[config.mk]
export PLATFORM = sky130hd
export DESIGN_NAME = activation_function_unit_core
export DESIGN_NICKNAME = d
export VERILOG_FILES = /design/src/hw/rtl/afu_pkg.sv /design/src/hw/rtl/activation_function_unit_core.sv /design/src/hw/rtl/afu_lut.sv /design/src/hw/rtl/afu_div.sv
export SDC_FILE = /design/constraint.sdc
export NUM_CORES = 2
export LEC_CHECK = 0
export BUFFER_PORTS_ARGS = -buffer_cell sky130_fd_sc_hd__buf_4
export CAP_MARGIN = 20
export CORE_UTILIZATION = 65
export CTS_CLUSTER_DIAMETER = 150
export CTS_CLUSTER_SIZE = 12
export DETAILED_ROUTE_END_ITERATION = 8
export PLACE_DENSITY_LB_ADDON = 0.12
export SETUP_SLACK_MARGIN = 0.02
export SLEW_MARGIN = 10
export SYNTH_ARGS = -nofsm -noshare
export SYNTH_HDL_FRONTEND = slang
export SYNTH_SLANG_ARGS = --single-unit
export TNS_END_PERCENT = 1
[constraint.sdc]
create_clock -name aclk -period 24.8 [get_ports aclk]
set_input_delay 2.48 -clock aclk [delete_from_list [all_inputs] [get_ports aclk]]
set_output_delay 2.48 -clock aclk [all_outputs]
set_load 0.1 [all_outputs]
[src/hw/rtl/afu_pkg.sv]
// shared constants, types, table builder and saturation for the activation unit
package afu_pkg;

    localparam int DATA_BITS      = 16;
    localparam int FRAC_BITS      = 12;
    localparam int TABLE_SEGMENTS = 64;

    localparam int IDX_W      = $clog2(TABLE_SEGMENTS + 1);
    localparam int WIDE       = 2 * DATA_BITS + 4;
    localparam int NUM_STAGES = 5;
    localparam int DIV_STAGES = 3;
    localparam int DIV_STEP   = (FRAC_BITS + DIV_STAGES - 1) / DIV_STAGES;
    localparam int QB         = DIV_STAGES * DIV_STEP;
    localparam int DW         = DATA_BITS + FRAC_BITS + QB + 1;

    localparam logic [2:0] MODE_LINEAR   = 3'd0;
    localparam logic [2:0] MODE_SIGMOID  = 3'd1;
    localparam logic [2:0] MODE_TANH     = 3'd2;
    localparam logic [2:0] MODE_SOFTSIGN = 3'd3;
    localparam logic [2:0] MODE_SOFTPLUS = 3'd4;
    localparam logic [2:0] MODE_SWISH    = 3'd5;
    localparam logic [2:0] MODE_RELU     = 3'd6;

    localparam int TAB_SIG   = 0;
    localparam int TAB_TANH  = 1;
    localparam int TAB_SPLUS = 2;

    typedef logic signed [DATA_BITS-1:0] data_t;
    typedef logic [NUM_STAGES-1:0] stage_en_t;
    typedef data_t tab_t [0:TABLE_SEGMENTS];

    localparam longint unsigned ONE30   = 64'd1 << 30;
    localparam longint unsigned LN2_Q30 = 64'd744261118;
    localparam longint          MAX_VAL = (64'sd1 <<< (DATA_BITS - 1)) - 64'sd1;
    localparam longint          MIN_VAL = -MAX_VAL - 64'sd1;

    // clamp to the signed data range
    function automatic data_t sat_data(input logic signed [WIDE-1:0] v);
        logic signed [WIDE-1:0] hi;
        logic signed [WIDE-1:0] lo;
        hi = WIDE'(MAX_VAL);
        lo = WIDE'(MIN_VAL);
        if (v > hi) return data_t'(MAX_VAL);
        if (v < lo) return data_t'(MIN_VAL);
        return v[DATA_BITS-1:0];
    endfunction

    // unsigned shift-subtract quotient, table build only
    function automatic longint unsigned udiv64(input longint unsigned n,
                                               input longint unsigned d);
        longint unsigned q;
        longint unsigned r;
        q = 64'd0;
        r = 64'd0;
        for (int i = 63; i >= 0; i--) begin
            r = {r[62:0], n[i]};
            if (r >= d) begin
                r    = r - d;
                q[i] = 1'b1;
            end
        end
        return q;
    endfunction

    // exp(-a), a and result in Q30
    function automatic longint unsigned exp_neg30(input longint unsigned a);
        longint unsigned n;
        longint unsigned r;
        longint unsigned term;
        longint          sum;
        n = udiv64(a, LN2_Q30);
        if (n >= 64'd40) return 64'd0;
        r    = a - n * LN2_Q30;
        term = ONE30;
        sum  = longint'(ONE30);
        for (int k = 1; k <= 16; k++) begin
            term = udiv64(term * r, longint'(k) << 30);
            if (k[0]) sum = sum - longint'(term);
            else sum = sum + longint'(term);
        end
        if (sum < 0) sum = 0;
        return longint'(unsigned'(sum)) >> n;
    endfunction

    // ln(1+u) in Q30 via atanh series
    function automatic longint unsigned ln1p30(input longint unsigned u);
        longint unsigned z;
        longint unsigned z2;
        longint unsigned term;
        longint unsigned sum;
        z    = udiv64(u << 30, (ONE30 << 1) + u);
        z2   = (z * z) >> 30;
        term = z;
        sum  = z;
        for (int k = 3; k <= 41; k += 2) begin
            term = (term * z2) >> 30;
            sum  = sum + udiv64(term, longint'(k));
        end
        return sum << 1;
    endfunction

    function automatic longint q30_to_qf(input longint unsigned v);
        longint unsigned r;
        r = (v + (64'd1 << (29 - FRAC_BITS))) >> (30 - FRAC_BITS);
        if (r > longint'(MAX_VAL)) return MAX_VAL;
        return longint'(r);
    endfunction

    function automatic data_t sat_long(input longint v);
        if (v > MAX_VAL) return data_t'(MAX_VAL);
        if (v < MIN_VAL) return data_t'(MIN_VAL);
        return data_t'(v);
    endfunction

    // knot values, evaluated at elaboration
    function automatic tab_t build_tab(input int sel);
        tab_t            tab;
        longint          p;
        logic            neg;
        logic            big;
        longint unsigned mag;
        longint unsigned a;
        longint unsigned e;
        longint unsigned s;
        longint unsigned e2;
        longint unsigned t;
        longint          tq;
        for (int k = 0; k <= TABLE_SEGMENTS; k++) begin
            p   = longint'(k) * (64'sd1 <<< DATA_BITS)
                - (longint'(TABLE_SEGMENTS) <<< (DATA_BITS - 1));
            neg = p < 0;
            mag = neg ? longint'(-p) : longint'(p);
            big = mag >= (longint'(TABLE_SEGMENTS) << (FRAC_BITS + 6));
            a   = big ? (64'd64 << 30)
                      : (mag * (64'd1 << (30 - FRAC_BITS))) / TABLE_SEGMENTS;
            case (sel)
                TAB_SIG: begin
                    e = exp_neg30(a);
                    s = udiv64(ONE30 << 30, ONE30 + e);
                    tab[k] = sat_long(q30_to_qf(neg ? ONE30 - s : s));
                end
                TAB_TANH: begin
                    e2 = exp_neg30(a << 1);
                    t  = udiv64((ONE30 - e2) << 30, ONE30 + e2);
                    tq = q30_to_qf(t);
                    tab[k] = sat_long(neg ? -tq : tq);
                end
                default: begin
                    e = exp_neg30(a);
                    if (big) tab[k] = neg ? '0 : sat_long(longint'(mag / TABLE_SEGMENTS));
                    else tab[k] = sat_long(q30_to_qf((neg ? 64'd0 : a) + ln1p30(e)));
                end
            endcase
        end
        return tab;
    endfunction

    localparam tab_t SIG_TAB   = build_tab(TAB_SIG);
    localparam tab_t TANH_TAB  = build_tab(TAB_TANH);
    localparam tab_t SPLUS_TAB = build_tab(TAB_SPLUS);

endpackage

[src/hw/rtl/activation_function_unit_core.sv]
// top level of the activation function unit
//
// one signed Q4.12 request in on s_valid/s_ready (s_sample_in), one result out
// on m_valid/m_ready (m_sample_out), same format, saturated to 16 bits
// mode_we/mode_wdata write the function select: linear, sigmoid, tanh,
// softsign, softplus, swish, relu; code 7 behaves as linear
// throughput is one request per cycle while m_ready stays high, set by
// a five-stage pipeline: table read, interpolation multiply,
// interpolation add, swish multiply, result select, with the softsign
// divider running as three stages alongside
// each stage advances whenever it is empty or the next stage advances, so a
// stalled receiver fills the pipeline bubble by bubble and s_ready drops only
// once all stages hold a request; nothing is lost or repeated
// reset (aresetn low, synchronous) clears the valid bits and sets mode to
// linear; the tables are constant logic and need no load
module activation_function_unit_core (
    input  logic                   aclk,
    input  logic                   aresetn,
    input  logic                   mode_we,
    input  logic [2:0]             mode_wdata,
    input  logic                   s_valid,
    output logic                   s_ready,
    input  logic signed [afu_pkg::DATA_BITS-1:0] s_sample_in,
    output logic                   m_valid,
    input  logic                   m_ready,
    output logic signed [afu_pkg::DATA_BITS-1:0] m_sample_out
);
    import afu_pkg::*;

    logic [2:0]                mode_reg;
    logic [NUM_STAGES-1:0]     valid_reg;
    stage_en_t                 stage_en;

    // per-stage payload
    data_t      x_reg [4];
    logic [2:0] md_reg [4];
    data_t      lut3_reg;
    logic signed [WIDE-1:0] swp_reg;
    data_t      out_reg;

    data_t             lut_val;
    logic [QB-1:0]     quot;
    logic              quot_neg;
    data_t             y_next;
    logic signed [WIDE-1:0] swp_next;
    logic signed [WIDE-1:0] ss_val;

    // mode register
    always_ff @(posedge aclk) begin
        if (!aresetn) begin
            mode_reg <= MODE_LINEAR;
        end else if (mode_we) begin
            mode_reg <= mode_wdata;
        end
    end

    // stage advances when empty or when the stage after it advances
    always_comb begin
        stage_en[NUM_STAGES-1] = !valid_reg[NUM_STAGES-1] || m_ready;
        for (int k = NUM_STAGES - 2; k >= 0; k--) begin
            stage_en[k] = !valid_reg[k] || stage_en[k+1];
        end
    end

    assign s_ready = stage_en[0];

    always_ff @(posedge aclk) begin
        if (!aresetn) begin
            valid_reg <= '0;
        end else begin
            if (stage_en[0]) valid_reg[0] <= s_valid;
            for (int k = 1; k < NUM_STAGES; k++) begin
                if (stage_en[k]) valid_reg[k] <= valid_reg[k-1];
            end
        end
    end

    // sample and mode ride along with the request
    always_ff @(posedge aclk) begin
        if (stage_en[0]) begin
            x_reg[0]  <= s_sample_in;
            md_reg[0] <= mode_reg;
        end
        for (int k = 1; k < 4; k++) begin
            if (stage_en[k]) begin
                x_reg[k]  <= x_reg[k-1];
                md_reg[k] <= md_reg[k-1];
            end
        end
    end

    afu_lut u_lut (
        .aclk     (aclk),
        .stage_en (stage_en),
        .sample   (s_sample_in),
        .mode     (mode_reg),
        .lut_val  (lut_val)
    );

    afu_div u_div (
        .aclk     (aclk),
        .stage_en (stage_en),
        .sample   (x_reg[0]),
        .quot     (quot),
        .quot_neg (quot_neg)
    );

    // swish: x * sigmoid(x) plus half an lsb before the final shift
    assign swp_next = WIDE'(x_reg[2]) * WIDE'(lut_val)
                    + (WIDE'(1) <<< (FRAC_BITS - 1));

    always_ff @(posedge aclk) begin
        if (stage_en[3]) begin
            lut3_reg <= lut_val;
            swp_reg  <= swp_next;
        end
    end

    // result select
    always_comb begin
        ss_val = quot_neg ? -WIDE'(quot) : WIDE'(quot);
        case (md_reg[3])
            MODE_SIGMOID, MODE_TANH, MODE_SOFTPLUS: y_next = lut3_reg;
            MODE_SOFTSIGN: y_next = sat_data(ss_val);
            MODE_SWISH:    y_next = sat_data(swp_reg >>> FRAC_BITS);
            MODE_RELU:     y_next = (x_reg[3] > 0) ? x_reg[3] : '0;
            default:       y_next = x_reg[3];
        endcase
    end

    always_ff @(posedge aclk) begin
        if (stage_en[4]) begin
            out_reg <= y_next;
        end
    end

    assign m_valid      = valid_reg[NUM_STAGES-1];
    assign m_sample_out = out_reg;

endmodule

[src/hw/rtl/afu_lut.sv]
// piecewise-linear table lookup and interpolation, three stages
module afu_lut (
    input  logic                aclk,
    input  afu_pkg::stage_en_t  stage_en,
    input  afu_pkg::data_t      sample,
    input  logic [2:0]          mode,
    output afu_pkg::data_t      lut_val
);
    import afu_pkg::*;

    localparam int TW = DATA_BITS + IDX_W;

    logic [DATA_BITS-1:0] pos;
    logic [TW-1:0]        t;
    logic [IDX_W-1:0]     idx;
    data_t                y0_next, y1_next;

    data_t                y0_reg, y1_reg, y0_s1_reg;
    logic [DATA_BITS-1:0] frac_reg;
    logic signed [2*DATA_BITS+1:0] prod_reg;
    data_t                lut_reg;

    logic signed [DATA_BITS:0]     diff;
    logic signed [2*DATA_BITS+1:0] prod_next;
    logic signed [WIDE-1:0]        sum;

    always_comb begin
        pos = {~sample[DATA_BITS-1], sample[DATA_BITS-2:0]};
        t   = TW'(pos) * TW'(TABLE_SEGMENTS);
        idx = t[TW-1:DATA_BITS];
        if (idx > IDX_W'(TABLE_SEGMENTS - 1)) idx = IDX_W'(TABLE_SEGMENTS - 1);
        case (mode)
            MODE_TANH: begin
                y0_next = TANH_TAB[idx];
                y1_next = TANH_TAB[idx + IDX_W'(1)];
            end
            MODE_SOFTPLUS: begin
                y0_next = SPLUS_TAB[idx];
                y1_next = SPLUS_TAB[idx + IDX_W'(1)];
            end
            default: begin
                y0_next = SIG_TAB[idx];
                y1_next = SIG_TAB[idx + IDX_W'(1)];
            end
        endcase
    end

    always_ff @(posedge aclk) begin
        if (stage_en[0]) begin
            y0_reg   <= y0_next;
            y1_reg   <= y1_next;
            frac_reg <= t[DATA_BITS-1:0];
        end
    end

    always_comb begin
        diff      = (DATA_BITS+1)'(y1_reg) - (DATA_BITS+1)'(y0_reg);
        prod_next = (2*DATA_BITS+2)'(diff) * $signed((2*DATA_BITS+2)'({1'b0, frac_reg}));
    end

    always_ff @(posedge aclk) begin
        if (stage_en[1]) begin
            prod_reg  <= prod_next;
            y0_s1_reg <= y0_reg;
        end
    end

    // floor of the scaled step via arithmetic shift
    assign sum = WIDE'(y0_s1_reg) + WIDE'(prod_reg >>> DATA_BITS);

    always_ff @(posedge aclk) begin
        if (stage_en[2]) begin
            lut_reg <= sat_data(sum);
        end
    end

    assign lut_val = lut_reg;

endmodule

[src/hw/rtl/afu_div.sv]
// pipelined restoring divider for softsign magnitude
module afu_div (
    input  logic                aclk,
    input  afu_pkg::stage_en_t  stage_en,
    input  afu_pkg::data_t      sample,
    output logic [afu_pkg::QB-1:0] quot,
    output logic                quot_neg
);
    import afu_pkg::*;

    logic [DW-1:0] rem_reg [DIV_STAGES];
    logic [DW-1:0] den_reg [DIV_STAGES];
    logic [QB-1:0] q_reg   [DIV_STAGES];
    logic          neg_reg [DIV_STAGES];

    logic [DATA_BITS-1:0] ax;
    assign ax = sample[DATA_BITS-1] ? DATA_BITS'(-sample) : DATA_BITS'(sample);

    for (genvar gs = 0; gs < DIV_STAGES; gs++) begin : g_stage
        logic [DW-1:0] rem_in, den_in, rem_next;
        logic [QB-1:0] q_in, q_next;
        logic          neg_in;

        if (gs == 0) begin : g_first
            assign rem_in = DW'(ax) << FRAC_BITS;
            assign den_in = (DW'(1) << FRAC_BITS) + DW'(ax);
            assign q_in   = '0;
            assign neg_in = sample[DATA_BITS-1];
        end else begin : g_rest
            assign rem_in = rem_reg[gs-1];
            assign den_in = den_reg[gs-1];
            assign q_in   = q_reg[gs-1];
            assign neg_in = neg_reg[gs-1];
        end

        always_comb begin
            rem_next = rem_in;
            q_next   = q_in;
            for (int j = 0; j < DIV_STEP; j++) begin
                if (rem_next >= (den_in << (QB - 1 - (gs * DIV_STEP + j)))) begin
                    rem_next = rem_next - (den_in << (QB - 1 - (gs * DIV_STEP + j)));
                    q_next[QB-1-(gs*DIV_STEP+j)] = 1'b1;
                end
            end
        end

        always_ff @(posedge aclk) begin
            if (stage_en[gs+1]) begin
                rem_reg[gs] <= rem_next;
                den_reg[gs] <= den_in;
                q_reg[gs]   <= q_next;
                neg_reg[gs] <= neg_in;
            end
        end
    end

    assign quot     = q_reg[DIV_STAGES-1];
    assign quot_neg = neg_reg[DIV_STAGES-1];

endmodule
==> run summary <==
Timing
• **final hold viol count** 0
• **period utilization** 0.670
• **summed negative setup slack over all endpoints** 0 ns
• **unrepaired setup endpoints after global routing** no
• **relative slew slack** 0.311
• **f_max** 60.1 MHz
• **Max Transition Viols Final** 0
• **Worst Tran Pin Value** 1.03 ns
• **final setup vio count** 0
• **final period demand of the worst path** 16.63 ns
• **Setup Skew** 0.0224 ns

Final layout
• **max FFs per register** 70
• **area delta synth->final** 4.24%
• **number of fill cells** 5987
• **Final Net Count** 6337
• **ratio of cells with drive above 1 in the final layout** 0.0460
• **leading cell type in the layout, fill and taps excluded** sky130_fd_sc_hd__nand2_1
• **final cell count without fillers** 6463
• **utilization after layout** 0.686
• **top library cells by usage in the layout, fill and taps aside** sky130_fd_sc_hd__nand2_1, sky130_fd_sc_hd__inv_1, sky130_fd_sc_hd__fa_1, sky130_fd_sc_hd__nor2_1, sky130_fd_sc_hd__ha_1
• **Diodes inserted** 0

Detailed routing
• **DRT Wirelength** 132000 µm
• **# DRC** 0
• **vias post-DR** 41.1k
• **number of search-and-repair iterations in the first detailed-routing pass** 8
• **via density per instance** 6.36
• **routed wirelength normalized by instance count** 20.4 µm
• **remaining antenna violation count after routing** 0
• **number of DRC violations after detailed-routing iteration 0** 4387

Synthesis
• **synthesized area divided by synthesized cell count** 8.58 µm²
• **net count after synthesis** 6433
• **cell area after synthesis** 48000 µm²
• **asr flop ratio synth** 0
• **number of enable-type register cells in the synthesized netlist** 337
• **Synth Instances** 5591
• **synthesis-stage register bit count** 345
• **number of distinct standard cells referenced by the synthesized netlist** 110
• **sequential element share of the synthesized area** 0.214
• **main flop type after synthesis** sky130_fd_sc_hd__edfxtp_1
• **yosys warns** 0

Global routing
• **total track usage** 0.355
• **maximum number of pins on one net before global-route repair** 90
• **GR Overflow Total** 0
• **number of antenna violations at the first check in global routing** 1
• **wire length of the first global-routing pass** 213000 µm
• **via count of the first global-routing pass** 40.2k

Worst setup path
• **Top cell by count, worst path** sky130_fd_sc_hd__o21ai_0
• **endpoint kind of the worst setup timing path** flop
• **Startpoint Class** flop
• **Data arrival, critical path** 16.93 ns
• **R2R setup slack** 8.17 ns
• **Reg2Reg Launch Point** u_lut.frac_reg[9]
• **cell depth of the worst flop-to-flop path** 69
• **largest stage delay on the critical path** 0.73 ns
• **capture point of the worst reg-to-reg path** u_div.rem_reg[0][22]
• **Max stage delay cell, worst path** sky130_fd_sc_hd__edfxtp_1
• **path type of the worst setup path** reg -> reg
• **critical path peak fanout** 39
• **required arrival time at the worst endpoint** 25.11 ns

Clock network
• **H-tree depth** 2
• **TritonCTS clock tree** built
• **Bufs on Longest Clock Path** 3
• **Worst-Skew Late Latency** 0.56 ns
• **hold buffer count at CTS** 0
• **TritonCTS Buffers** 35
• **clock root buffer** sky130_fd_sc_hd__clkbuf_16
• **post-CTS setup buffers** 0
• **number of sinks on the clock net** 345
• **PostCTS Resize Cnt** 0
• **Clock Pin Slew Worst Setup and Hold Paths** 0.07 ns

Place
• **total instance count after detailed placement** 6416
• **Routability Congestion** 0.965
• **Post-DP HPWL** 101000 µm
• **buffers added on ports** 41

Flow run
• **count of max-cap constraint violations** 0

Worst hold path
• **class of the tightest hold or removal check** reg -> reg
• **number of instances on the worst hold path** 0
• **Hold Path Sink** x_reg[2][14]
• **hold_sp** x_reg[1][14]

Floorplan
• **core region area** 73000 µm²
• **I/O Pins** 42
• **die outline area** 74900 µm²
• **effective utilization at floorplan** 0.658
• **die width** 274 µm
• **Rows** 99
• **die height** 274 µm

Outcome
• **outcome** complete, no violations

how the worst max path moves through the flow:
stage | start | end | slack [ns] | depth (start not counted)
after CTS | u_lut.frac_reg[9] | u_div.rem_reg[0][22] | 8.15 | 69
after global routing | u_lut.frac_reg[6] | u_div.rem_reg[0][22] | 6.29 | 75
after detailed placement | u_lut.frac_reg[9] | u_div.rem_reg[0][22] | 8.22 | 69
after global placement | u_lut.frac_reg[9] | u_div.rem_reg[0][22] | 8.48 | 69
final | u_lut.frac_reg[9] | u_div.rem_reg[0][22] | 8.17 | 69
after floorplan | u_lut.frac_reg[12] | u_div.rem_reg[0][18] | 10.48 | 70
layout make-up:
type | instances | area (µm²) | share of cell area
inverter | 624 | 2340 | 0.0469
tap | 959 | 1200 | 0.0240
multi-input combinational | 4397 | 34500 | 0.690
clock buffer | 42 | 933 | 0.0187
timing repair buffer | 92 | 688 | 0.0138
sequential | 345 | 10300 | 0.205
clock inverter | 4 | 41.3 | 0.000825
metrics by stage:
step	hold slack, ns	area [µm²]	setup slack [ns]
2_1_floorplan	0.400	48000	10.48
3_3_place_gp	0.403	49100	8.48
3_5_place_dp	0.405	49100	8.22
4_1_cts	0.420	50000	8.15
5_1_grt	0.425	50000	6.29
6_report	0.413	50000	8.17
cells in the mapped netlist (93+ instances only):
master,count,share of area
sky130_fd_sc_hd__fa_1,424,0.18
sky130_fd_sc_hd__a21oi_1,359,0.037
sky130_fd_sc_hd__nor3_1,115,0.012
sky130_fd_sc_hd__xnor2_1,193,0.035
sky130_fd_sc_hd__edfxtp_1,337,0.21
sky130_fd_sc_hd__inv_1,614,0.048
sky130_fd_sc_hd__clkbuf_1,188,0.015
sky130_fd_sc_hd__and2_1,199,0.026
sky130_fd_sc_hd__ha_1,394,0.10
sky130_fd_sc_hd__nor2_1,421,0.033
sky130_fd_sc_hd__xor2_1,93,0.017
sky130_fd_sc_hd__o21ai_0,355,0.037
sky130_fd_sc_hd__nand2_1,637,0.050
sky130_fd_sc_hd__a21o_1,94,0.015
routing by layer:
layer	vias to the layer above	routed length, µm	global-route usage
met5	-	13	0
met4	2	4240	0.108
met3	342	12100	0.0506
met2	1978	57800	0.552
met1	19500	57900	0.512
li1	19300	-	-
logic make-up after synthesis:
| group | synth area share |
|---|---|
| muxes | 0.0104 |
| DFF | 0.214 |
| buffers and inverters | 0.0670 |
| xor gates and xnor gates | 0.0525 |
| and+or+nand+nor | 0.186 |
| AOI/OAI and AO/OA | 0.190 |
| adders and majority gates | 0.280 |
critical path: cells and delay by family (launching register included):
kind,cells,cell delay [ns]
muxes,2,0.57
AOI/OAI and AO/OA,42,8.41
and+or+nand+nor,14,3.21
xor gates and xnor gates,1,0.35
adders and majority gates,4,1.29
buffers and inverters,6,1.75
DFF,1,0.73
Power is not shown: default switching activity piles up to over one toggle a cycle in this logic, so the estimate is an artifact.
